`src/rtl/core/xmodem_crc_receiver_top_macros.svh`:
```
// ---------------------------------------------------------------------------
// xmodem_crc_receiver_top_macros.svh
// Assertion macros shared by the receiver RTL; empty under synthesis.
// ---------------------------------------------------------------------------
`ifndef XMODEM_CRC_RECEIVER_TOP_MACROS_SVH
`define XMODEM_CRC_RECEIVER_TOP_MACROS_SVH

`ifndef SYNTHESIS
// Condition must hold at every clock edge out of reset
`define XCRC_ASSERT(label, prop, msg) \
    label: assert property (@(posedge clk) disable iff (!rst_n) (prop)) else $error(msg);
// Consequent must hold in the cycle after the antecedent
`define XCRC_ASSERT_NEXT(label, ante, cons, msg) \
    label: assert property (@(posedge clk) disable iff (!rst_n) (ante) |=> (cons)) else $error(msg);
`else
`define XCRC_ASSERT(label, prop, msg)
`define XCRC_ASSERT_NEXT(label, ante, cons, msg)
`endif

`endif

```
`src/rtl/core/xcrc_pkg.sv`:
```
// ---------------------------------------------------------------------------
// xcrc_pkg
// Types, protocol codes and the CRC-16 byte update for the XMODEM receiver.
// ---------------------------------------------------------------------------
`timescale 1ns / 1ps

package xcrc_pkg;

    // Event codes on the input channel
    localparam logic [1:0] MODE_START   = 2'd0;
    localparam logic [1:0] MODE_BYTE    = 2'd1;
    localparam logic [1:0] MODE_TIMEOUT = 2'd2;
    localparam logic [1:0] MODE_FLASH   = 2'd3;

    // Result kinds
    localparam logic [1:0] KIND_TX    = 2'd0;
    localparam logic [1:0] KIND_STORE = 2'd1;
    localparam logic [1:0] KIND_PROG  = 2'd2;
    localparam logic [1:0] KIND_END   = 2'd3;

    // Session end codes
    localparam logic [1:0] END_DONE      = 2'd0;
    localparam logic [1:0] END_CANCELLED = 2'd1;
    localparam logic [1:0] END_ERRORS    = 2'd2;
    localparam logic [1:0] END_FLASH     = 2'd3;

    // Line bytes
    localparam logic [7:0] B_SOH = 8'h01;
    localparam logic [7:0] B_STX = 8'h02;
    localparam logic [7:0] B_EOT = 8'h04;
    localparam logic [7:0] B_ACK = 8'h06;
    localparam logic [7:0] B_NAK = 8'h15;
    localparam logic [7:0] B_CAN = 8'h18;
    localparam logic [7:0] B_C   = 8'h43;

    // Configuration register indexes
    localparam int          CFG_IDX_W      = 1;
    localparam logic [0:0]  CFG_MAX_ERRORS = 1'd0;
    localparam logic [0:0]  CFG_APP_START  = 1'd1;

    localparam logic [7:0]  MAX_ERRORS_RESET = 8'd3;
    localparam logic [31:0] APP_START_RESET  = 32'h0800_0000;

    localparam int          IDX_W       = 11;
    localparam logic [10:0] SHORT_BYTES = 11'd128;
    localparam logic [15:0] CRC_POLY    = 16'h1021;
    localparam logic [7:0]  COUNT_MAX   = 8'hFF;
    localparam int          MAX_RES     = 3;

    // One input item
    typedef struct packed {
        logic [1:0] mode;
        logic [7:0] rx_byte;
        logic       flash_ok;
    } item_t;

    // One result item
    typedef struct packed {
        logic [1:0]  kind;
        logic [7:0]  tx_byte;
        logic [7:0]  store_byte;
        logic [9:0]  store_offset;
        logic [31:0] program_address;
        logic        program_long;
        logic        erase_first;
        logic [1:0]  end_code;
        logic        last;
    } res_t;

    // All results of one item, in order from entry 0
    typedef struct packed {
        res_t [MAX_RES-1:0] res;
        logic [1:0]         count;
    } batch_t;

    // CRC-16/XMODEM update over one byte, MSB first
    function automatic logic [15:0] crc_byte(input logic [15:0] crc, input logic [7:0] b);
        logic [15:0] c;
        c = crc ^ {b, 8'h00};
        for (int i = 0; i < 8; i++)
        begin
            c = c[15] ? ({c[14:0], 1'b0} ^ CRC_POLY) : {c[14:0], 1'b0};
        end
        return c;
    endfunction

    function automatic res_t mk_tx(input logic [7:0] b);
        res_t r;
        r = '0;
        r.kind = KIND_TX;
        r.tx_byte = b;
        return r;
    endfunction

    function automatic res_t mk_end(input logic [1:0] code);
        res_t r;
        r = '0;
        r.kind = KIND_END;
        r.end_code = code;
        return r;
    endfunction

endpackage

```
`src/rtl/core/xcrc_if.sv`:
```
// ---------------------------------------------------------------------------
// xcrc_if
// Valid/ready channels of the receiver: events in, results out, config.
// ---------------------------------------------------------------------------
`timescale 1ns / 1ps

interface xcrc_in_if;
    logic       valid;
    logic       ready;
    logic [1:0] mode;
    logic [7:0] rx_byte;
    logic       flash_ok;

    modport source (output valid, mode, rx_byte, flash_ok, input ready);
    modport sink   (input valid, mode, rx_byte, flash_ok, output ready);
endinterface

interface xcrc_out_if;
    logic        valid;
    logic        ready;
    logic [1:0]  kind;
    logic [7:0]  tx_byte;
    logic [7:0]  store_byte;
    logic [9:0]  store_offset;
    logic [31:0] program_address;
    logic        program_long;
    logic        erase_first;
    logic [1:0]  end_code;
    logic        last;

    modport source (output valid, kind, tx_byte, store_byte, store_offset, program_address,
                    program_long, erase_first, end_code, last, input ready);
    modport sink   (input valid, kind, tx_byte, store_byte, store_offset, program_address,
                    program_long, erase_first, end_code, last, output ready);
endinterface

interface xcrc_cfg_if;
    logic                          valid;
    logic                          ready;
    logic [xcrc_pkg::CFG_IDX_W-1:0] wr_index;
    logic [31:0]                   wr_data;

    modport source (output valid, wr_index, wr_data, input ready);
    modport sink   (input valid, wr_index, wr_data, output ready);
endinterface

```
`src/rtl/core/xcrc_step.sv`:
```
// ---------------------------------------------------------------------------
// xcrc_step
// Session state and the per-item protocol logic; builds the result batch.
// ---------------------------------------------------------------------------
`timescale 1ns / 1ps
`include "xmodem_crc_receiver_top_macros.svh"

module xcrc_step #(
    parameter int LONG_BLOCK_BYTES = 1024
) (
    input  logic                   clk,
    input  logic                   rst_n,
    input  logic                   step_en,
    input  xcrc_pkg::item_t        item,
    input  logic [7:0]             max_errors,
    input  logic [31:0]            app_start_address,
    output xcrc_pkg::batch_t       batch
);

    localparam logic [xcrc_pkg::IDX_W-1:0] LONG_SIZE = xcrc_pkg::IDX_W'(LONG_BLOCK_BYTES);

    typedef enum logic [7:0] {
        PH_IDLE   = 8'b0000_0001,
        PH_HEADER = 8'b0000_0010,
        PH_NUM    = 8'b0000_0100,
        PH_COMP   = 8'b0000_1000,
        PH_DATA   = 8'b0001_0000,
        PH_CRCH   = 8'b0010_0000,
        PH_CRCL   = 8'b0100_0000,
        PH_FLASH  = 8'b1000_0000
    } phase_t;

    phase_t                     phase_reg, phase_next;
    logic [7:0]                 expected_reg, expected_next;
    logic [31:0]                waddr_reg, waddr_next;
    logic                       first_seen_reg, first_seen_next;
    logic [7:0]                 error_count_reg, error_count_next;
    logic [xcrc_pkg::IDX_W-1:0] byte_index_reg, byte_index_next;
    logic                       long_block_reg, long_block_next;
    logic [15:0]                crc_reg, crc_next;
    logic [7:0]                 crc_hi_reg, crc_hi_next;
    logic [7:0]                 block_num_reg, block_num_next;
    logic                       block_error_reg, block_error_next;

    logic [7:0]                 ec_inc;
    logic                       do_count;
    logic                       do_abort;
    logic [1:0]                 abort_code;
    logic [xcrc_pkg::IDX_W-1:0] idx_inc;
    logic [xcrc_pkg::IDX_W-1:0] blk_size;
    logic                       crc_bad;
    logic                       erase;
    logic [8:0]                 num_sum;

    // Protocol decode for one item
    always_comb
    begin
        phase_next       = phase_reg;
        expected_next    = expected_reg;
        waddr_next       = waddr_reg;
        first_seen_next  = first_seen_reg;
        error_count_next = error_count_reg;
        byte_index_next  = byte_index_reg;
        long_block_next  = long_block_reg;
        crc_next         = crc_reg;
        crc_hi_next      = crc_hi_reg;
        block_num_next   = block_num_reg;
        block_error_next = block_error_reg;
        batch            = '0;
        do_count         = 1'b0;
        do_abort         = 1'b0;
        abort_code       = xcrc_pkg::END_ERRORS;

        ec_inc   = (error_count_reg != xcrc_pkg::COUNT_MAX) ? error_count_reg + 8'd1
                                                            : error_count_reg;
        idx_inc  = byte_index_reg + 1'b1;
        blk_size = long_block_reg ? LONG_SIZE : xcrc_pkg::SHORT_BYTES;
        crc_bad  = block_error_reg || ({crc_hi_reg, item.rx_byte} != crc_reg);
        erase    = (waddr_reg == app_start_address);
        num_sum  = {1'b0, block_num_reg} + {1'b0, item.rx_byte};

        unique case (item.mode)
            xcrc_pkg::MODE_START:
            begin
                phase_next       = PH_HEADER;
                expected_next    = 8'd1;
                waddr_next       = app_start_address;
                first_seen_next  = 1'b0;
                error_count_next = 8'd0;
            end
            xcrc_pkg::MODE_TIMEOUT:
            begin
                if (phase_reg == PH_HEADER && !first_seen_reg)
                begin
                    batch.res[0] = xcrc_pkg::mk_tx(xcrc_pkg::B_C);
                    batch.count  = 2'd1;
                end
                else if (phase_reg != PH_IDLE && phase_reg != PH_FLASH)
                begin
                    do_count = 1'b1;
                end
            end
            xcrc_pkg::MODE_FLASH:
            begin
                if (phase_reg == PH_FLASH)
                begin
                    if (item.flash_ok)
                    begin
                        batch.res[0]  = xcrc_pkg::mk_tx(xcrc_pkg::B_ACK);
                        batch.count   = 2'd1;
                        expected_next = expected_reg + 8'd1;
                        waddr_next    = waddr_reg + 32'(blk_size);
                        phase_next    = PH_HEADER;
                    end
                    else
                    begin
                        error_count_next = (max_errors != xcrc_pkg::COUNT_MAX)
                                           ? max_errors + 8'd1 : xcrc_pkg::COUNT_MAX;
                        do_abort   = 1'b1;
                        abort_code = xcrc_pkg::END_FLASH;
                    end
                end
            end
            xcrc_pkg::MODE_BYTE:
            begin
                unique case (phase_reg)
                    PH_HEADER:
                    begin
                        if (item.rx_byte == xcrc_pkg::B_SOH || item.rx_byte == xcrc_pkg::B_STX)
                        begin
                            long_block_next  = (item.rx_byte == xcrc_pkg::B_STX);
                            byte_index_next  = '0;
                            crc_next         = 16'd0;
                            crc_hi_next      = 8'd0;
                            block_error_next = 1'b0;
                            phase_next       = PH_NUM;
                        end
                        else if (item.rx_byte == xcrc_pkg::B_EOT)
                        begin
                            batch.res[0] = xcrc_pkg::mk_tx(xcrc_pkg::B_ACK);
                            batch.res[1] = xcrc_pkg::mk_end(xcrc_pkg::END_DONE);
                            batch.count  = 2'd2;
                            phase_next   = PH_IDLE;
                        end
                        else if (item.rx_byte == xcrc_pkg::B_CAN)
                        begin
                            batch.res[0] = xcrc_pkg::mk_end(xcrc_pkg::END_CANCELLED);
                            batch.count  = 2'd1;
                            phase_next   = PH_IDLE;
                        end
                        else
                        begin
                            do_count = 1'b1;
                        end
                    end
                    PH_NUM:
                    begin
                        block_num_next = item.rx_byte;
                        phase_next     = PH_COMP;
                    end
                    PH_COMP:
                    begin
                        block_error_next = (block_num_reg != expected_reg) ||
                                           (num_sum != 9'd255);
                        phase_next       = PH_DATA;
                    end
                    PH_DATA:
                    begin
                        batch.res[0].kind         = xcrc_pkg::KIND_STORE;
                        batch.res[0].store_byte   = item.rx_byte;
                        batch.res[0].store_offset = byte_index_reg[9:0];
                        batch.count               = 2'd1;
                        crc_next                  = xcrc_pkg::crc_byte(crc_reg, item.rx_byte);
                        byte_index_next           = idx_inc;
                        if (idx_inc >= blk_size)
                        begin
                            phase_next = PH_CRCH;
                        end
                    end
                    PH_CRCH:
                    begin
                        crc_hi_next = item.rx_byte;
                        phase_next  = PH_CRCL;
                    end
                    PH_CRCL:
                    begin
                        if (crc_bad)
                        begin
                            do_count = 1'b1;
                        end
                        else
                        begin
                            if (erase)
                            begin
                                first_seen_next = 1'b1;
                            end
                            batch.res[0].kind            = xcrc_pkg::KIND_PROG;
                            batch.res[0].program_address = waddr_reg;
                            batch.res[0].program_long    = long_block_reg;
                            batch.res[0].erase_first     = erase;
                            batch.count                  = 2'd1;
                            phase_next                   = PH_FLASH;
                        end
                    end
                    default: ;
                endcase
            end
            default: ;
        endcase

        // Error accounting: NAK, or abort at the limit
        if (do_count)
        begin
            error_count_next = ec_inc;
            if (ec_inc >= max_errors)
            begin
                do_abort = 1'b1;
            end
            else
            begin
                batch.res[0] = xcrc_pkg::mk_tx(xcrc_pkg::B_NAK);
                batch.count  = 2'd1;
                phase_next   = PH_HEADER;
            end
        end

        // Abort: CAN CAN, then session end
        if (do_abort)
        begin
            batch.res[0] = xcrc_pkg::mk_tx(xcrc_pkg::B_CAN);
            batch.res[1] = xcrc_pkg::mk_tx(xcrc_pkg::B_CAN);
            batch.res[2] = xcrc_pkg::mk_end(abort_code);
            batch.count  = 2'd3;
            phase_next   = PH_IDLE;
        end

        // Mark the final result
        for (int i = 0; i < xcrc_pkg::MAX_RES; i++)
        begin
            batch.res[i].last = (2'(i) == batch.count - 2'd1) && (batch.count != 2'd0);
        end
    end

    // Control state
    always_ff @(posedge clk or negedge rst_n)
    begin
        if (!rst_n)
        begin
            phase_reg       <= PH_IDLE;
            expected_reg    <= 8'd1;
            waddr_reg       <= xcrc_pkg::APP_START_RESET;
            first_seen_reg  <= 1'b0;
            error_count_reg <= 8'd0;
            byte_index_reg  <= '0;
            long_block_reg  <= 1'b0;
            block_error_reg <= 1'b0;
        end
        else if (step_en)
        begin
            phase_reg       <= phase_next;
            expected_reg    <= expected_next;
            waddr_reg       <= waddr_next;
            first_seen_reg  <= first_seen_next;
            error_count_reg <= error_count_next;
            byte_index_reg  <= byte_index_next;
            long_block_reg  <= long_block_next;
            block_error_reg <= block_error_next;
        end
    end

    // Block payload: CRC and header bytes
    always_ff @(posedge clk)
    begin
        if (step_en)
        begin
            crc_reg       <= crc_next;
            crc_hi_reg    <= crc_hi_next;
            block_num_reg <= block_num_next;
        end
    end

    `XCRC_ASSERT(a_phase_onehot, $onehot(phase_reg), "phase register not one-hot")
    `XCRC_ASSERT(a_index_bound, (phase_reg != PH_DATA) || (byte_index_reg < blk_size),
                 "data index ran past block size")
    `XCRC_ASSERT_NEXT(a_flash_hold,
                      step_en && phase_reg == PH_FLASH && item.mode != xcrc_pkg::MODE_START
                      && item.mode != xcrc_pkg::MODE_FLASH,
                      phase_reg == PH_FLASH, "left flash wait without a flash result")

endmodule

```
`src/rtl/core/xcrc_outq.sv`:
```
// ---------------------------------------------------------------------------
// xcrc_outq
// Result register for one item's batch; sends it an item a cycle while ready.
// ---------------------------------------------------------------------------
`timescale 1ns / 1ps
`include "xmodem_crc_receiver_top_macros.svh"

module xcrc_outq (
    input  logic              clk,
    input  logic              rst_n,
    input  logic              load,
    input  xcrc_pkg::batch_t  batch,
    output logic              free,
    xcrc_out_if.source        rslt
);

    xcrc_pkg::res_t [xcrc_pkg::MAX_RES-1:0] buf_reg;
    logic [1:0]                             rem_reg;
    logic [1:0]                             head_reg;
    xcrc_pkg::res_t                         cur;
    logic                                   pop;

    // Can take a new batch once the last held result leaves
    assign pop  = rslt.valid && rslt.ready;
    assign free = (rem_reg == 2'd0) || (rem_reg == 2'd1 && rslt.ready);
    assign cur  = buf_reg[head_reg];

    assign rslt.valid           = (rem_reg != 2'd0);
    assign rslt.kind            = cur.kind;
    assign rslt.tx_byte         = cur.tx_byte;
    assign rslt.store_byte      = cur.store_byte;
    assign rslt.store_offset    = cur.store_offset;
    assign rslt.program_address = cur.program_address;
    assign rslt.program_long    = cur.program_long;
    assign rslt.erase_first     = cur.erase_first;
    assign rslt.end_code        = cur.end_code;
    assign rslt.last            = cur.last;

    // Count and read pointer
    always_ff @(posedge clk or negedge rst_n)
    begin
        if (!rst_n)
        begin
            rem_reg  <= 2'd0;
            head_reg <= 2'd0;
        end
        else if (load)
        begin
            rem_reg  <= batch.count;
            head_reg <= 2'd0;
        end
        else if (pop)
        begin
            rem_reg  <= rem_reg - 2'd1;
            head_reg <= head_reg + 2'd1;
        end
    end

    // Result payload
    always_ff @(posedge clk)
    begin
        if (load)
        begin
            buf_reg <= batch.res;
        end
    end

    `XCRC_ASSERT(a_last_on_final, !rslt.valid || (rslt.last == (rem_reg == 2'd1)),
                 "last flag does not match remaining count")
    `XCRC_ASSERT(a_head_bound, (32'(head_reg) + 32'(rem_reg)) <= xcrc_pkg::MAX_RES,
                 "result pointer past batch end")
    `XCRC_ASSERT_NEXT(a_load_shows, load && batch.count != 2'd0, rslt.valid,
                      "loaded batch not presented")

endmodule

```
`src/rtl/core/xmodem_crc_receiver_top.sv`:
```
// ---------------------------------------------------------------------------
// xmodem_crc_receiver_top
// XMODEM-CRC receiver: line and flash events in, line bytes and flash work out.
// ---------------------------------------------------------------------------
// Usage:
//   evt  : one item per event: session start, received byte, receive timeout
//          or flash result (with flash_ok).
//   rslt : zero to three items per event: byte to transmit, data byte with
//          its block offset, program request, or session end; last marks
//          the final item of one event.
//   cfg  : writes max_errors (index 0) and app_start_address (index 1);
//          always ready, write only while the receiver is idle.
// Path: an event taken on evt is registered; the CRC updates as its batch
//   loads into the result register, which presents its results on rslt.
// Throughput: one event per cycle while each event yields at most one
//   result and rslt is ready; an event with more results holds evt while
//   the single result register drains one item per cycle.
// Reset: session ended, waiting for a start event; config takes its
//   default values. No memory, so no clearing pass.
// Stall: when rslt is not taken, the result register and then the input
//   register fill and evt.ready drops; nothing is lost.
// ---------------------------------------------------------------------------
`timescale 1ns / 1ps

module xmodem_crc_receiver_top #(
    parameter int LONG_BLOCK_BYTES = 1024
) (
    input  logic         clk,
    input  logic         rst_n,
    xcrc_in_if.sink      evt,
    xcrc_out_if.source   rslt,
    xcrc_cfg_if.sink     cfg
);

    logic [7:0]             max_errors_reg;
    logic [31:0]            app_start_reg;
    xcrc_pkg::item_t        item_reg;
    logic                   item_valid_reg, item_valid_next;
    logic                   free;
    logic                   consume;
    logic                   take;
    xcrc_pkg::batch_t       batch;

    // Configuration registers
    assign cfg.ready = 1'b1;

    always_ff @(posedge clk or negedge rst_n)
    begin
        if (!rst_n)
        begin
            max_errors_reg <= xcrc_pkg::MAX_ERRORS_RESET;
            app_start_reg  <= xcrc_pkg::APP_START_RESET;
        end
        else if (cfg.valid)
        begin
            unique case (cfg.wr_index)
                xcrc_pkg::CFG_MAX_ERRORS: max_errors_reg <= cfg.wr_data[7:0];
                xcrc_pkg::CFG_APP_START:  app_start_reg  <= cfg.wr_data;
                default: ;
            endcase
        end
    end

    // Input register
    assign consume   = item_valid_reg && free;
    assign evt.ready = !item_valid_reg || free;
    assign take      = evt.valid && evt.ready;

    always_comb
    begin
        item_valid_next = item_valid_reg;
        if (take)
        begin
            item_valid_next = 1'b1;
        end
        else if (consume)
        begin
            item_valid_next = 1'b0;
        end
    end

    always_ff @(posedge clk or negedge rst_n)
    begin
        if (!rst_n)
        begin
            item_valid_reg <= 1'b0;
        end
        else
        begin
            item_valid_reg <= item_valid_next;
        end
    end

    always_ff @(posedge clk)
    begin
        if (take)
        begin
            item_reg.mode     <= evt.mode;
            item_reg.rx_byte  <= evt.rx_byte;
            item_reg.flash_ok <= evt.flash_ok;
        end
    end

    // Protocol logic
    xcrc_step #(
        .LONG_BLOCK_BYTES (LONG_BLOCK_BYTES)
    ) u_step (
        .clk               (clk),
        .rst_n             (rst_n),
        .step_en           (consume),
        .item              (item_reg),
        .max_errors        (max_errors_reg),
        .app_start_address (app_start_reg),
        .batch             (batch)
    );

    // Result register
    xcrc_outq u_outq (
        .clk   (clk),
        .rst_n (rst_n),
        .load  (consume),
        .batch (batch),
        .free  (free),
        .rslt  (rslt)
    );

endmodule

```
`src/flat_wrapper.sv`:
```
// flat-port wrapper written by rule: the top's interface ports become plain ports
module xmodem_crc_receiver_top_flat 
#(
    parameter int LONG_BLOCK_BYTES = 1024
)
  (clk, rst_n, evt_valid, evt_mode, evt_rx_byte, evt_flash_ok, evt_ready, rslt_valid, rslt_kind, rslt_tx_byte, rslt_store_byte, rslt_store_offset, rslt_program_address, rslt_program_long, rslt_erase_first, rslt_end_code, rslt_last, rslt_ready, cfg_valid, cfg_wr_index, cfg_wr_data, cfg_ready);
  xcrc_in_if evt_i ();
  xcrc_out_if rslt_i ();
  xcrc_cfg_if cfg_i ();
  input  logic clk;
  input  logic rst_n;
  input wire logic [$bits(evt_i.valid)-1:0] evt_valid;
  input wire logic [$bits(evt_i.mode)-1:0] evt_mode;
  input wire logic [$bits(evt_i.rx_byte)-1:0] evt_rx_byte;
  input wire logic [$bits(evt_i.flash_ok)-1:0] evt_flash_ok;
  output wire logic [$bits(evt_i.ready)-1:0] evt_ready;
  output wire logic [$bits(rslt_i.valid)-1:0] rslt_valid;
  output wire logic [$bits(rslt_i.kind)-1:0] rslt_kind;
  output wire logic [$bits(rslt_i.tx_byte)-1:0] rslt_tx_byte;
  output wire logic [$bits(rslt_i.store_byte)-1:0] rslt_store_byte;
  output wire logic [$bits(rslt_i.store_offset)-1:0] rslt_store_offset;
  output wire logic [$bits(rslt_i.program_address)-1:0] rslt_program_address;
  output wire logic [$bits(rslt_i.program_long)-1:0] rslt_program_long;
  output wire logic [$bits(rslt_i.erase_first)-1:0] rslt_erase_first;
  output wire logic [$bits(rslt_i.end_code)-1:0] rslt_end_code;
  output wire logic [$bits(rslt_i.last)-1:0] rslt_last;
  input wire logic [$bits(rslt_i.ready)-1:0] rslt_ready;
  input wire logic [$bits(cfg_i.valid)-1:0] cfg_valid;
  input wire logic [$bits(cfg_i.wr_index)-1:0] cfg_wr_index;
  input wire logic [$bits(cfg_i.wr_data)-1:0] cfg_wr_data;
  output wire logic [$bits(cfg_i.ready)-1:0] cfg_ready;
  assign evt_i.valid = evt_valid;
  assign evt_i.mode = evt_mode;
  assign evt_i.rx_byte = evt_rx_byte;
  assign evt_i.flash_ok = evt_flash_ok;
  assign evt_ready = evt_i.ready;
  assign rslt_valid = rslt_i.valid;
  assign rslt_kind = rslt_i.kind;
  assign rslt_tx_byte = rslt_i.tx_byte;
  assign rslt_store_byte = rslt_i.store_byte;
  assign rslt_store_offset = rslt_i.store_offset;
  assign rslt_program_address = rslt_i.program_address;
  assign rslt_program_long = rslt_i.program_long;
  assign rslt_erase_first = rslt_i.erase_first;
  assign rslt_end_code = rslt_i.end_code;
  assign rslt_last = rslt_i.last;
  assign rslt_i.ready = rslt_ready;
  assign cfg_i.valid = cfg_valid;
  assign cfg_i.wr_index = cfg_wr_index;
  assign cfg_i.wr_data = cfg_wr_data;
  assign cfg_ready = cfg_i.ready;
  xmodem_crc_receiver_top #(.LONG_BLOCK_BYTES(LONG_BLOCK_BYTES)) u_core (.clk(clk), .rst_n(rst_n), .evt(evt_i), .rslt(rslt_i), .cfg(cfg_i));
endmodule
```
`config.mk`:
```
export PLATFORM = sky130hd
export DESIGN_NAME = xmodem_crc_receiver_top_flat
export DESIGN_NICKNAME = d
export VERILOG_FILES = /design/src/rtl/core/xcrc_pkg.sv /design/src/rtl/core/xcrc_if.sv /design/src/rtl/core/xcrc_step.sv /design/src/rtl/core/xcrc_outq.sv /design/src/rtl/core/xmodem_crc_receiver_top.sv /design/src/flat_wrapper.sv
export VERILOG_INCLUDE_DIRS = /design/src /design/src/rtl/core
export SDC_FILE = /design/constraint.sdc
export NUM_CORES = 1
export LEC_CHECK = 0
export ABC_AREA = 1
export BUFFER_PORTS_ARGS = -buffer_cell sky130_fd_sc_hd__buf_2
export CORE_MARGIN = 1
export CORE_UTILIZATION = 50
export CTS_CLUSTER_DIAMETER = 100
export DETAILED_ROUTE_END_ITERATION = 6
export PLACE_DENSITY = 0.83
export SKIP_LAST_GASP = 1
export SLEW_MARGIN = 20
export SYNTH_ARGS = -nofsm -noshare
export SYNTH_HDL_FRONTEND = slang
export SYNTH_SLANG_ARGS = --single-unit
```
`constraint.sdc`:
```
create_clock -name clk -period 3.75 [get_ports clk]
set_clock_uncertainty 0.2 [all_clocks]
set_input_delay 0.5625 -clock clk [delete_from_list [all_inputs] [get_ports clk]]
set_output_delay 0.5625 -clock clk [all_outputs]
set_load 0.1 [all_outputs]
```
==> results of run 1 <==
-- cell families after synthesis --
| logic type | share of synthesized area (%) |
|---|---|
| compound gates | 9.912 |
| xor+xnor | 4.465 |
| fa+ha+maj | 3.396 |
| buf+inv | 7.498 |
| flops | 48.77 |
| mux | 1.060 |
| other cells | 0.05890 |
| simple gates | 24.84 |
-- synth_stat cells (2+ instances only) --
master / count / area share [%]
nor3_2: 12 / 0.94
or2_2: 7 / 0.34
inv_1: 172 / 5.1
nand2_2: 2 / 0.098
a22o_1: 2 / 0.14
o211ai_1: 14 / 0.82
nor3b_1: 8 / 0.47
nor3_1: 57 / 2.2
o21ai_1: 8 / 0.31
xor2_1: 27 / 1.9
nor2_2: 4 / 0.20
buf_4: 5 / 0.29
nand3_2: 2 / 0.16
edfxtp_1: 111 / 26
mux2_2: 12 / 1.1
nor2_1: 187 / 5.5
dfstp_2: 6 / 1.2
nand2_4: 2 / 0.18
nand4_1: 30 / 1.5
nand3_1: 76 / 3.0
buf_2: 14 / 0.55
clkinv_1: 4 / 0.12
o22ai_1: 11 / 0.54
nor2_4: 3 / 0.26
a31oi_1: 5 / 0.25
nor4_1: 7 / 0.34
a22oi_1: 2 / 0.12
inv_2: 7 / 0.21
buf_6: 2 / 0.18
ha_1: 33 / 3.2
dfrtp_1: 109 / 21
o21ai_0: 104 / 4.1
conb_1: 2 / 0.059
o31ai_1: 4 / 0.24
nand2_1: 316 / 9.3
a21oi_1: 69 / 2.7
xnor2_1: 38 / 2.6
clkbuf_1: 33 / 0.97
buf_1: 4 / 0.12
-- area by class of cell --
cell class | instances | share of cell area [%]
timing repair buffer | 133 | 5.162
sequential | 226 | 43.06
clock buffer | 29 | 4.504
clock inverter | 16 | 0.9528
inverter | 183 | 4.755
multi-input combinational | 1060 | 38.71
tap | 330 | 2.858
-- worst max-delay path: cells and delay by family (launching register included) --
kind / cells / cell delay [ns]
flops: 1 / 0.37
compound gates: 5 / 0.83
fa+ha+maj: 2 / 0.51
simple gates: 8 / 1.06
buf+inv: 1 / 0.05
-- report_power, final --
part	total [W]	switching, W	internal [W]
logic	0.00549	0.00426	0.00123
clock network	0.00237	0.000986	0.00138
registers	0.00400	0.000595	0.00340
-- through the flow --
stage | total power, W | hold slack, ns | instance area, um2 | cells
floorplan | 0.008335 | 0.06691 | 12750 | 1527
global placement | 0.009365 | 0.2673 | 13650 | 1931
CTS | 0.01188 | 0.001201 | 14450 | 1977
global route | 0.01251 | 0.000004829 | 14450 | 1977
detailed placement | 0.009487 | 0.2845 | 13650 | 1931
finish | 0.01186 | 0.02051 | 14450 | 1977
-- how the worst max path moves through the flow --
stage | to | slack (ns) | cells past startpoint
CTS | u_core.u_outq.buf_reg[130] | 0.49 | 16
global route | u_core.u_outq.buf_reg[193] | 0.14 | 16
finish | u_core.u_outq.buf_reg[130] | 0.46 | 16
floorplan | u_core.u_outq.buf_reg[0] | 0.14 | 5
global placement | u_core.u_outq.rem_reg[1] | 0.56 | 18
detailed placement | u_core.u_outq.buf_reg[130] | 0.51 | 16
-- metal layers --
layer	vias to the layer above	wire, um
li1	5277	-
met1	5180	13360
met3	81	1911
met5	-	0
met2	413	15200
met4	0	1107
-- layout by cell type, fill, tap and decap left out, types with 4 or more instances in the layout --
| cell type | n |
|---|---|
| a21oi_1 | 69 |
| o21ai_1 | 8 |
| or2_2 | 7 |
| edfxtp_1 | 111 |
| nand2_1 | 315 |
| xnor2_1 | 38 |
| o31ai_1 | 4 |
| clkinv_1 | 5 |
| mux2_2 | 12 |
| inv_1 | 172 |
| buf_4 | 18 |
| nor4_1 | 7 |
| dfstp_2 | 6 |
| clkinv_2 | 10 |
| nor3b_1 | 8 |
| inv_2 | 7 |
| xor2_1 | 27 |
| clkbuf_16 | 25 |
| o21ai_0 | 104 |
| nand4_1 | 30 |
| o211ai_1 | 14 |
| nand3_1 | 76 |
| nor2_4 | 4 |
| nor3_1 | 57 |
| nor3_2 | 12 |
| dfrtp_1 | 108 |
| ha_1 | 33 |
| o22ai_1 | 11 |
| nor2_2 | 5 |
| a31oi_1 | 5 |
| buf_2 | 112 |
| nor2_1 | 185 |
==> metrics.md, run 1 <==
| Metric | Value |
|---|---|
| Status | finished clean |
| Hold EP | u_core.item_reg[0] |
| Io pins | 117 |
| Number of flops mapped to enable cells by yosys | between 100 and 150 |
| Final WS setup | between 0.4 and 0.5 ns |
| PortBufs | roughly 110 |
| Max Fanout on Critical Path | 8 |
| DRT Pass-1 Iters | 6 |
| Setup TNS | 0 ns |
| Cell Chain, Critical Path | ha_1 > nand4_1 > nor2_1 > nand2_1 > o21ai_0 > ha_1 > inv_1 > nor2_1 > o21ai_0 > nand2_1 > nand2_1 > o211ai_1 > a21oi_1 > nand3_2 > nand2_1 > a21oi_1 |
| Die W | roughly 160 um |
| Worst Setup SP | u_core.u_step.error_count_reg[1] |
| Share of cells above drive strength 1 | between 10% and 20% |
| Worst-path clk slew | ~0.06 ns |
| R2R setup slack | ~0.46 ns |
| Post_cts resized | 0 |
| Largest net degree at the start of global routing | 56 |
| Slew @ Worst Pin | between 1 and 1.5 ns |
| Die H | 161.7 um |
| TritonCTS clock tree | built |
| Met1 usage | between 30 and 40% |
| Pleak | 6.516 nW |
| Vias | around 11000 |
| Max reg flops | 68 |
| Total die area | between 0.02 and 0.03 mm2 |
| Global route hottest layer | met2 |
| Final wirelength | roughly 32 mm |
| Fillcell total | about 2200 |
| Starting density of the core | between 50% and 60% |
| Grt ovf | 0 |
| First-pass GRT wire length | around 50 mm |
| Clk buf depth | 3 |
| Setup crit end kind | flop |
| Total track usage | approximately a quarter |
| Antenna violations before repair | 0 |
| First DRT Iteration DRCs | roughly 1000 |
| Yosys cell types | 54 |
| DRC Markers | 0 |
| FF-to-FF End | u_core.u_outq.buf_reg[130] |
| Max VDD drop | between 0.7 and 0.8 mV |
| Hold path depth | 1 |
| PwrDens | slightly above 800 mW/mm2 |
| Area Growth Syn to Fin | 13.30% |
| Vias per Instance | about 5.5 |
| Tmin final | roughly 3.3 ns |
| Worst reg2reg path depth | 16 |
| Final period util | between 80 and 90% |
| CP arrival | between 3 and 4 ns |
| Syn Inst Count | ~1500 |
| Worst R2R Start | u_core.u_step.error_count_reg[1] |
| Area of the multi-input gates | approximately 0.0056 mm2 |
| Clock Latency Late Sink | 0.52 ns |
| Synthesized flop and latch total | 226 |
| WL/cell | approximately 16 um |
| H-tree Lvls | 1 |
| Final core occ | between 50% and 60% |
| Post-place setup slack | around 0.51 ns |
| Clk sinks | roughly 230 |
| Yosys warns | 0 |
| Req. time, crit path | 3.81 ns |
| Post-CTS setup buffers | 0 |
| Largest stage delay, worst path | 0.37 ns |
| Setup Viol. Count Final | 0 |
| WS Path Type | flop to flop |
| Final #Nets | 1712 |
| Ys flop type | edfxtp_1 |
| Rel. slew slack | a little under a third |
| ANT cells | 0 |
| Met3 Usage GRT | 3.294% |
| Final Wtd Congestion | approximately 0.99 |
| Maxcap violations | 0 |
| FMAX | approximately 300 MHz |
| Post-synthesis area per instance | 8.355 um2 |
| Share of synthesized registers carrying an async set or reset | between 50% and 60% |
| Most used cell, CP | nand2_1 |
| Sequential share of the synthesized area | roughly 49% |
| Endpoints failing hold | 0 |
| CTS Hold Bufs | 1 |
| Synthesized area | around 0.013 mm2 |
| RSZ-0062 raised after global routing | no |
| GRT met2 Usage | between 40% and 50% |
| Cell Rows | 58 |
| Post-route ant nets | 0 |
| Num CTS Buffers | 25 |
| Worst min path class | input pin to flop |
| Core area | about 0.025 mm2 |
| Slew Viols, Final | 0 |
| Worst path slowest cell | dfrtp_1 |
| Startpoint types | flop |
| Vias in the first global route | 10427 |
| Root buf cell | clkbuf_16 |
| Sequential cell area | slightly above 0.006 mm2 |
| HP Start | evt_flash_ok |
| Detail Placement HPWL | about 23 mm |
Power figures use the tool's default switching activity.
==> run 2, diff against run 1 <==
Settings changed: CORE_UTILIZATION 50 to 54, PLACE_DENSITY 0.83 to 0.87.
==> run 2 against run 1 <==
Net effect:
- worst setup slack got worse by 0.038 ns
- global-route usage rose by 2.6 points
- hold slack worse by 0.0041 ns
- via count barely moved
- register-to-register slack got worse by 0.04 ns
- sequential share of layout area shrank 0.28 points
- cell area is 0.65% higher
- utilization grew 5.9 points
- wire length up 0.15%
- clock-buffer cell count increased by 4
- total power is 1.2% higher
- fmax decreased by 1.1%
- critical path type unchanged
- highest routed layer unchanged
==> metrics.md, run 2 (synthesis gave the netlist of run 1 again) <==
| Metric | Value |
|---|---|
| Status | finished clean |
| RSZ-0062 raised after global routing | no |
| PortBufs | around 110 |
| R2R setup slack | approximately 0.42 ns |
| Max Fanout on Critical Path | 8 |
| Clk sinks | 226 |
| DRC Markers | 0 |
| Final period util | about nine tenths |
| Die H | around 160 um |
| Max reg flops | a little under 70 |
| Post-route ant nets | 0 |
| Total track usage | about a quarter |
| Max VDD drop | between 0.6 and 0.7 mV |
| Maxcap violations | 0 |
| HP Start | evt_mode[0] |
| Worst-path clk slew | around 0.06 ns |
| Cell Rows | between 50 and 60 |
| Core area | roughly 0.023 mm2 |
| Slew @ Worst Pin | about 0.77 ns |
| Vias per Instance | 5.566 |
| Io pins | between 100 and 150 |
| Hold path depth | 1 |
| Starting density of the core | 55.64% |
| Pleak | around 6.6 nW |
| Worst reg2reg path depth | 16 |
| Setup Viol. Count Final | 0 |
| Endpoints failing hold | 0 |
| Final wirelength | approximately 32 mm |
| Clk buf depth | 3 |
| Share of cells above drive strength 1 | around 15% |
| Rel. slew slack | between 40% and 50% |
| Largest net degree at the start of global routing | 54 |
| Post_cts resized | 0 |
| Slew Viols, Final | 0 |
| Tmin final | 3.330 ns |
| Req. time, crit path | around 3.8 ns |
| Worst R2R Start | u_core.u_step.error_count_reg[1] |
| Startpoint types | flop |
| ANT cells | 0 |
| Post-place setup slack | roughly 0.42 ns |
| Vias | 10960 |
| FMAX | 300.3 MHz |
| First DRT Iteration DRCs | approximately 900 |
| Commonest cells after routing, fill and taps aside | nand2_1, nor2_1, inv_1 |
| Vias in the first global route | around 11000 |
| WS Path Type | flop to flop |
| FF-to-FF End | u_core.u_outq.buf_reg[130] |
| TritonCTS clock tree | built |
| Worst min path class | input pin to flop |
| Fillcell total | around 1900 |
| Setup crit end kind | flop |
| Antenna violations before repair | 0 |
| Clock Latency Late Sink | roughly 0.53 ns |
| Setup TNS | 0 ns |
| Die W | between 150 and 200 um |
| H-tree Lvls | 1 |
| Detail Placement HPWL | ~23 mm |
| Commonest non-fill, non-tap cell in the layout | nand2_1 |
| Final WS setup | 0.4200 ns |
| Final Wtd Congestion | 0.9400 |
| DRT Pass-1 Iters | 5 |
| CP arrival | 3.40 ns |
| Area Growth Syn to Fin | 14.03% |
| Root buf cell | clkbuf_16 |
| WL/cell | roughly 16 um |
| PwrDens | 825.4 mW/mm2 |
| Hold EP | u_core.item_reg[9] |
| Final #Nets | 1720 |
| First-pass GRT wire length | slightly above 50 mm |
| Grt ovf | 0 |
| Num CTS Buffers | 25 |
| Total die area | roughly 0.024 mm2 |
==> run 2: power by group <==
part	total [W]	internal, W	switching, W
clock	0.00247	0.00147	0.00100
sequential	0.00403	0.00340	0.000626
combinational	0.00551	0.00124	0.00426
==> run 2: worst max path at each step <==
stage	slack [ns]	endpoint	startpoint
detailed placement	0.42	u_core.u_outq.buf_reg[130]	u_core.u_step.error_count_reg[1]
finish	0.42	u_core.u_outq.buf_reg[130]	u_core.u_step.error_count_reg[1]
CTS	0.41	u_core.u_outq.buf_reg[130]	u_core.u_step.error_count_reg[1]
global placement	0.54	u_core.u_outq.buf_reg[130]	u_core.u_step.error_count_reg[1]
floorplan	0.14	u_core.u_outq.buf_reg[0]	u_core.u_outq.rem_reg[0]
global route	0.09	u_core.u_outq.buf_reg[130]	u_core.u_step.error_count_reg[1]
==> run 2: repair_timing <==
action,in CTS,in global routing
buffers inserted,0,0
endpoints found under the hold margin,45,0
hold buffers,5,0
==> run 2: through the flow <==
step | utilization [%] | hold slack (ns) | cell area, um2 | power (W) | std cells
finish | 63.45 | 0.01641 | 14540 | 0.01200 | 1969
global route | 63.45 | 0.005618 | 14540 | 0.01266 | 1969
CTS | 63.45 | 0.0004858 | 14540 | 0.01201 | 1969
detailed placement | 59.58 | 0.2795 | 13650 | 0.009506 | 1918
global placement | 59.58 | 0.2711 | 13650 | 0.009370 | 1918
floorplan | - | 0.06691 | 12750 | 0.008335 | 1527
==> run 2: routing by layer <==
metal  global-route usage (%)  wire, um
met5                        0         0
met4                    12.46      1428
met3                    3.417      2045
met2                    46.04     15320
met1                    33.22     12830
==> run 2: worst max-delay path, cell delays in order, from the launching register on <==
cell,delay [ns]
dfrtp_1,0.37
ha_1,0.21
nand4_1,0.13
nor2_1,0.17
nand2_1,0.20
o21ai_0,0.30
ha_1,0.30
inv_1,0.06
nor2_1,0.03
o21ai_0,0.15
nand2_1,0.08
nand2_1,0.06
o211ai_1,0.07
a21oi_1,0.21
nand3_2,0.18
nand2_1,0.24
a21oi_1,0.11
==> run 2: final cells by class <==
cell class / count / area (um2) / share of cell area, %
Clock buffer: 33 / 705.7 / 4.854
Clock inverter: 13 / 130.1 / 0.8950
Inverter: 183 / 686.9 / 4.725
Multi-Input combinational cell: 1060 / 5589 / 38.44
Sequential cell: 226 / 6220 / 42.78
Tap cell: 313 / 391.6 / 2.694
Timing Repair Buffer: 141 / 815.8 / 5.611
==> run 3, diff against run 2 <==
Settings changed: ABC_AREA 1 to default, PLACE_DENSITY 0.87 to 0.88.
==> run 3 against run 2 <==
Net effect:
- the flow now finishes with violations (DRC)
- sequential power is essentially flat
- clock power shrank 7%
- first-iteration DRC count rose by 9.1%
- synthesized cell count shrank 23%
- synthesized area shrank 3.8%
- global-route usage fell by 1.2 points
- largest power group unchanged
- critical path depth shrank 8
==> metrics.md, run 3 <==
| Metric | Value |
|---|---|
| Clock Latency Late Sink | between 0.5 and 0.6 ns |
| Starting density of the core | roughly 56% |
| Pleak | a little under 6 nW |
| Clk buf depth | 3 |
| Req. time, crit path | slightly below 4 ns |
| Worst-path clk slew | 0.06 ns |
| Share of cells above drive strength 1 | a little under a fifth |
| Post-place setup slack | 0.2698 ns |
| WL/cell | between 15 and 20 um |
| Cell family with most CP delay | simple AND/OR/NAND/NOR gates |
| Setup TNS | 0 ns |
| Number of flops mapped to enable cells by yosys | roughly 110 |
| Yosys warns | 0 |
| Io pins | ~120 |
| Endpoints failing hold | 0 |
| Detail Placement HPWL | approximately 21 mm |
| Rel. slew slack | 44.05% |
| RSZ-0062 raised after global routing | no |
| TritonCTS clock tree | built |
| Grt ovf | 0 |
| Maxcap violations | 0 |
| Commonest cells after routing, fill and taps aside | and2_1, buf_2, edfxtp_1 |
| Syn Inst Count | ~1200 |
| Synth cell count leaders | and2_1, edfxtp_1, dfrtp_1 |
| Root buf cell | clkbuf_16 |
| Die W | roughly 150 um |
| Vias | around 9500 |
| Count leader, synth | and2_1 |
| PwrDens | around 840 mW/mm2 |
| Tmin final | roughly 3.5 ns |
| Yosys top cell area share | 27.17% |
| Vias per Instance | around 6 |
| Hold slack final | ~0.013 ns |
| Setup Viol. Count Final | 0 |
| Die H | between 150 and 200 um |
| Failing checks | DRC |
| Slew @ Worst Pin | 0.8375 ns |
| Largest stage delay, worst path | 0.62 ns |
| Antenna violations before repair | 2 |
| Share of synthesized registers carrying an async set or reset | 50.88% |
| CP bufs+invs | 1 |
| PortBufs | 113 |
| Synthesized area | about 0.012 mm2 |
| Final wirelength | about 30 mm |
| Largest net degree at the start of global routing | 86 |
| Worst path slowest cell | nor4_1 |
| Cell accounting for the most synthesized area | edfxtp_1 |
| Post-CTS setup buffers | 0 |
| Final #Nets | between 1000 and 1500 |
| Yosys cell types | 70 |
| Status | finished, violations left |
| H-tree Lvls | 1 |
| Startpoint types | flop |
| Core area | around 0.022 mm2 |
| Tot Pwr | 0.01166 W |
| Post-route ant nets | 0 |
| Final period util | about 94% |
| Max Fanout on Critical Path | 17 |
| Synthesized flop and latch total | 226 |
| DRC Markers | 8 |
| Commonest non-fill, non-tap cell in the layout | and2_1 |
| Slew Viols, Final | 0 |
| CP arrival | between 3 and 4 ns |
| Total track usage | ~25% |
| Clk sinks | ~230 |
| Max reg flops | 68 |
| Final Wtd Congestion | a little over 0.9 |
| Final non-filler cell total | approximately 1600 |
| WS Path Type | flop to flop |
| Num CTS Buffers | 25 |
| Synth area leaders | edfxtp_1, dfrtp_1, and2_1 |
| Max VDD drop | 0.6762 mV |
| FMAX | approximately 280 MHz |
| First DRT Iteration DRCs | 969 |
| Ys flop type | edfxtp_1 |
| Vias in the first global route | 9228 |
| Sequential share of the synthesized area | roughly half |
| Placed insts | roughly 1500 |
| Total die area | ~0.023 mm2 |
| DRT Pass-1 Iters | 7 |
| Cell Chain, Critical Path | xor2_1 > nor4_1 > a211oi_1 > a211o_4 > nor2_8 > inv_2 > nor3_4 > and2_1 |
| Setup crit end kind | flop |
| Worst min path class | input pin to flop |
| Post-synthesis area per instance | 10.43 um2 |
| First-pass GRT wire length | between 40 and 50 mm |
| Area Growth Syn to Fin | 13.66% |
| Final WS setup | 0.2375 ns |
| Cell Rows | 54 |
run 3: logic make-up (layout without fill, tap and decap cells):
kind of cell,count (synthesis),count (layout),synth area share [%]
compound gates,202,202,9.893
xor+xnor,106,106,7.568
fa+ha+maj,34,34,3.529
buf+inv,90,215,3.029
flops,226,226,50.69
mux,53,53,4.681
other cells,2,4,0.06122
simple gates,463,463,20.55
run 3: timing repair:
| item | CTS | global route |
|---|---|---|
| endpoints found under the setup margin | 0 | 1 |
| hold buffers | 1 | 1 |
| resized for setup | 0 | 1 |
| endpoints found under the hold margin | 47 | 1 |
run 3: path summary, 6_finish.rpt:
| check | depth (start not counted) | start | to | slack [ns] |
|---|---|---|---|---|
| worst min register to register | 2 | u_core.u_step.block_error_reg | u_core.u_step.block_error_reg | 0.32 |
| worst max-delay path | 8 | u_core.item_reg[3] | u_core.u_outq.buf_reg[41] | 0.24 |
| min in group asynchronous | 2 | rst_n | u_core.app_start_reg[2] | 0.43 |
| worst min-delay path | 1 | evt_rx_byte[1] | u_core.item_reg[2] | 0.01 |
| worst max register to register | 8 | u_core.item_reg[3] | u_core.u_outq.buf_reg[41] | 0.24 |
| max in group asynchronous | 3 | rst_n | u_core.max_errors_reg[1] | 2.07 |
run 3: where the power goes:
part / internal [W] / switching [W] / leakage (nW)
registers: 0.00337 / 0.000632 / 2.45
clock network: 0.00132 / 0.000975 / 0.371
logic: 0.00124 / 0.00412 / 2.98
total: 0.00594 / 0.00572 / 5.80
run 3: layout make-up:
cell class	count	area [um2]
inverters	26	98.84
diodes	1	2.502
multi-input cells	861	5697
flip-flops and latches	226	6218
clock inverters	12	96.34
clock buffers	34	669.4
fillers	1692	8083
well taps	280	350.3
repair buffers	143	810.8
run 3: per-layer routing:
layer	GRT usage [%]	share of wire, %	routed length (um)
met4	10.20	3.9	1164
met1	33.34	42	12340
met5	0	0	0
met2	42.90	48	14210
met3	3.214	6.5	1914
run 3: through the flow:
| stage | cell area [um2] | utilization, % |
|---|---|---|
| after CTS | 13930 | 63.23 |
| after floorplan | 12270 | - |
| after global placement | 13150 | 59.71 |
| final | 13940 | 63.30 |
| after global routing | 13940 | 63.29 |
| after detailed placement | 13150 | 59.71 |
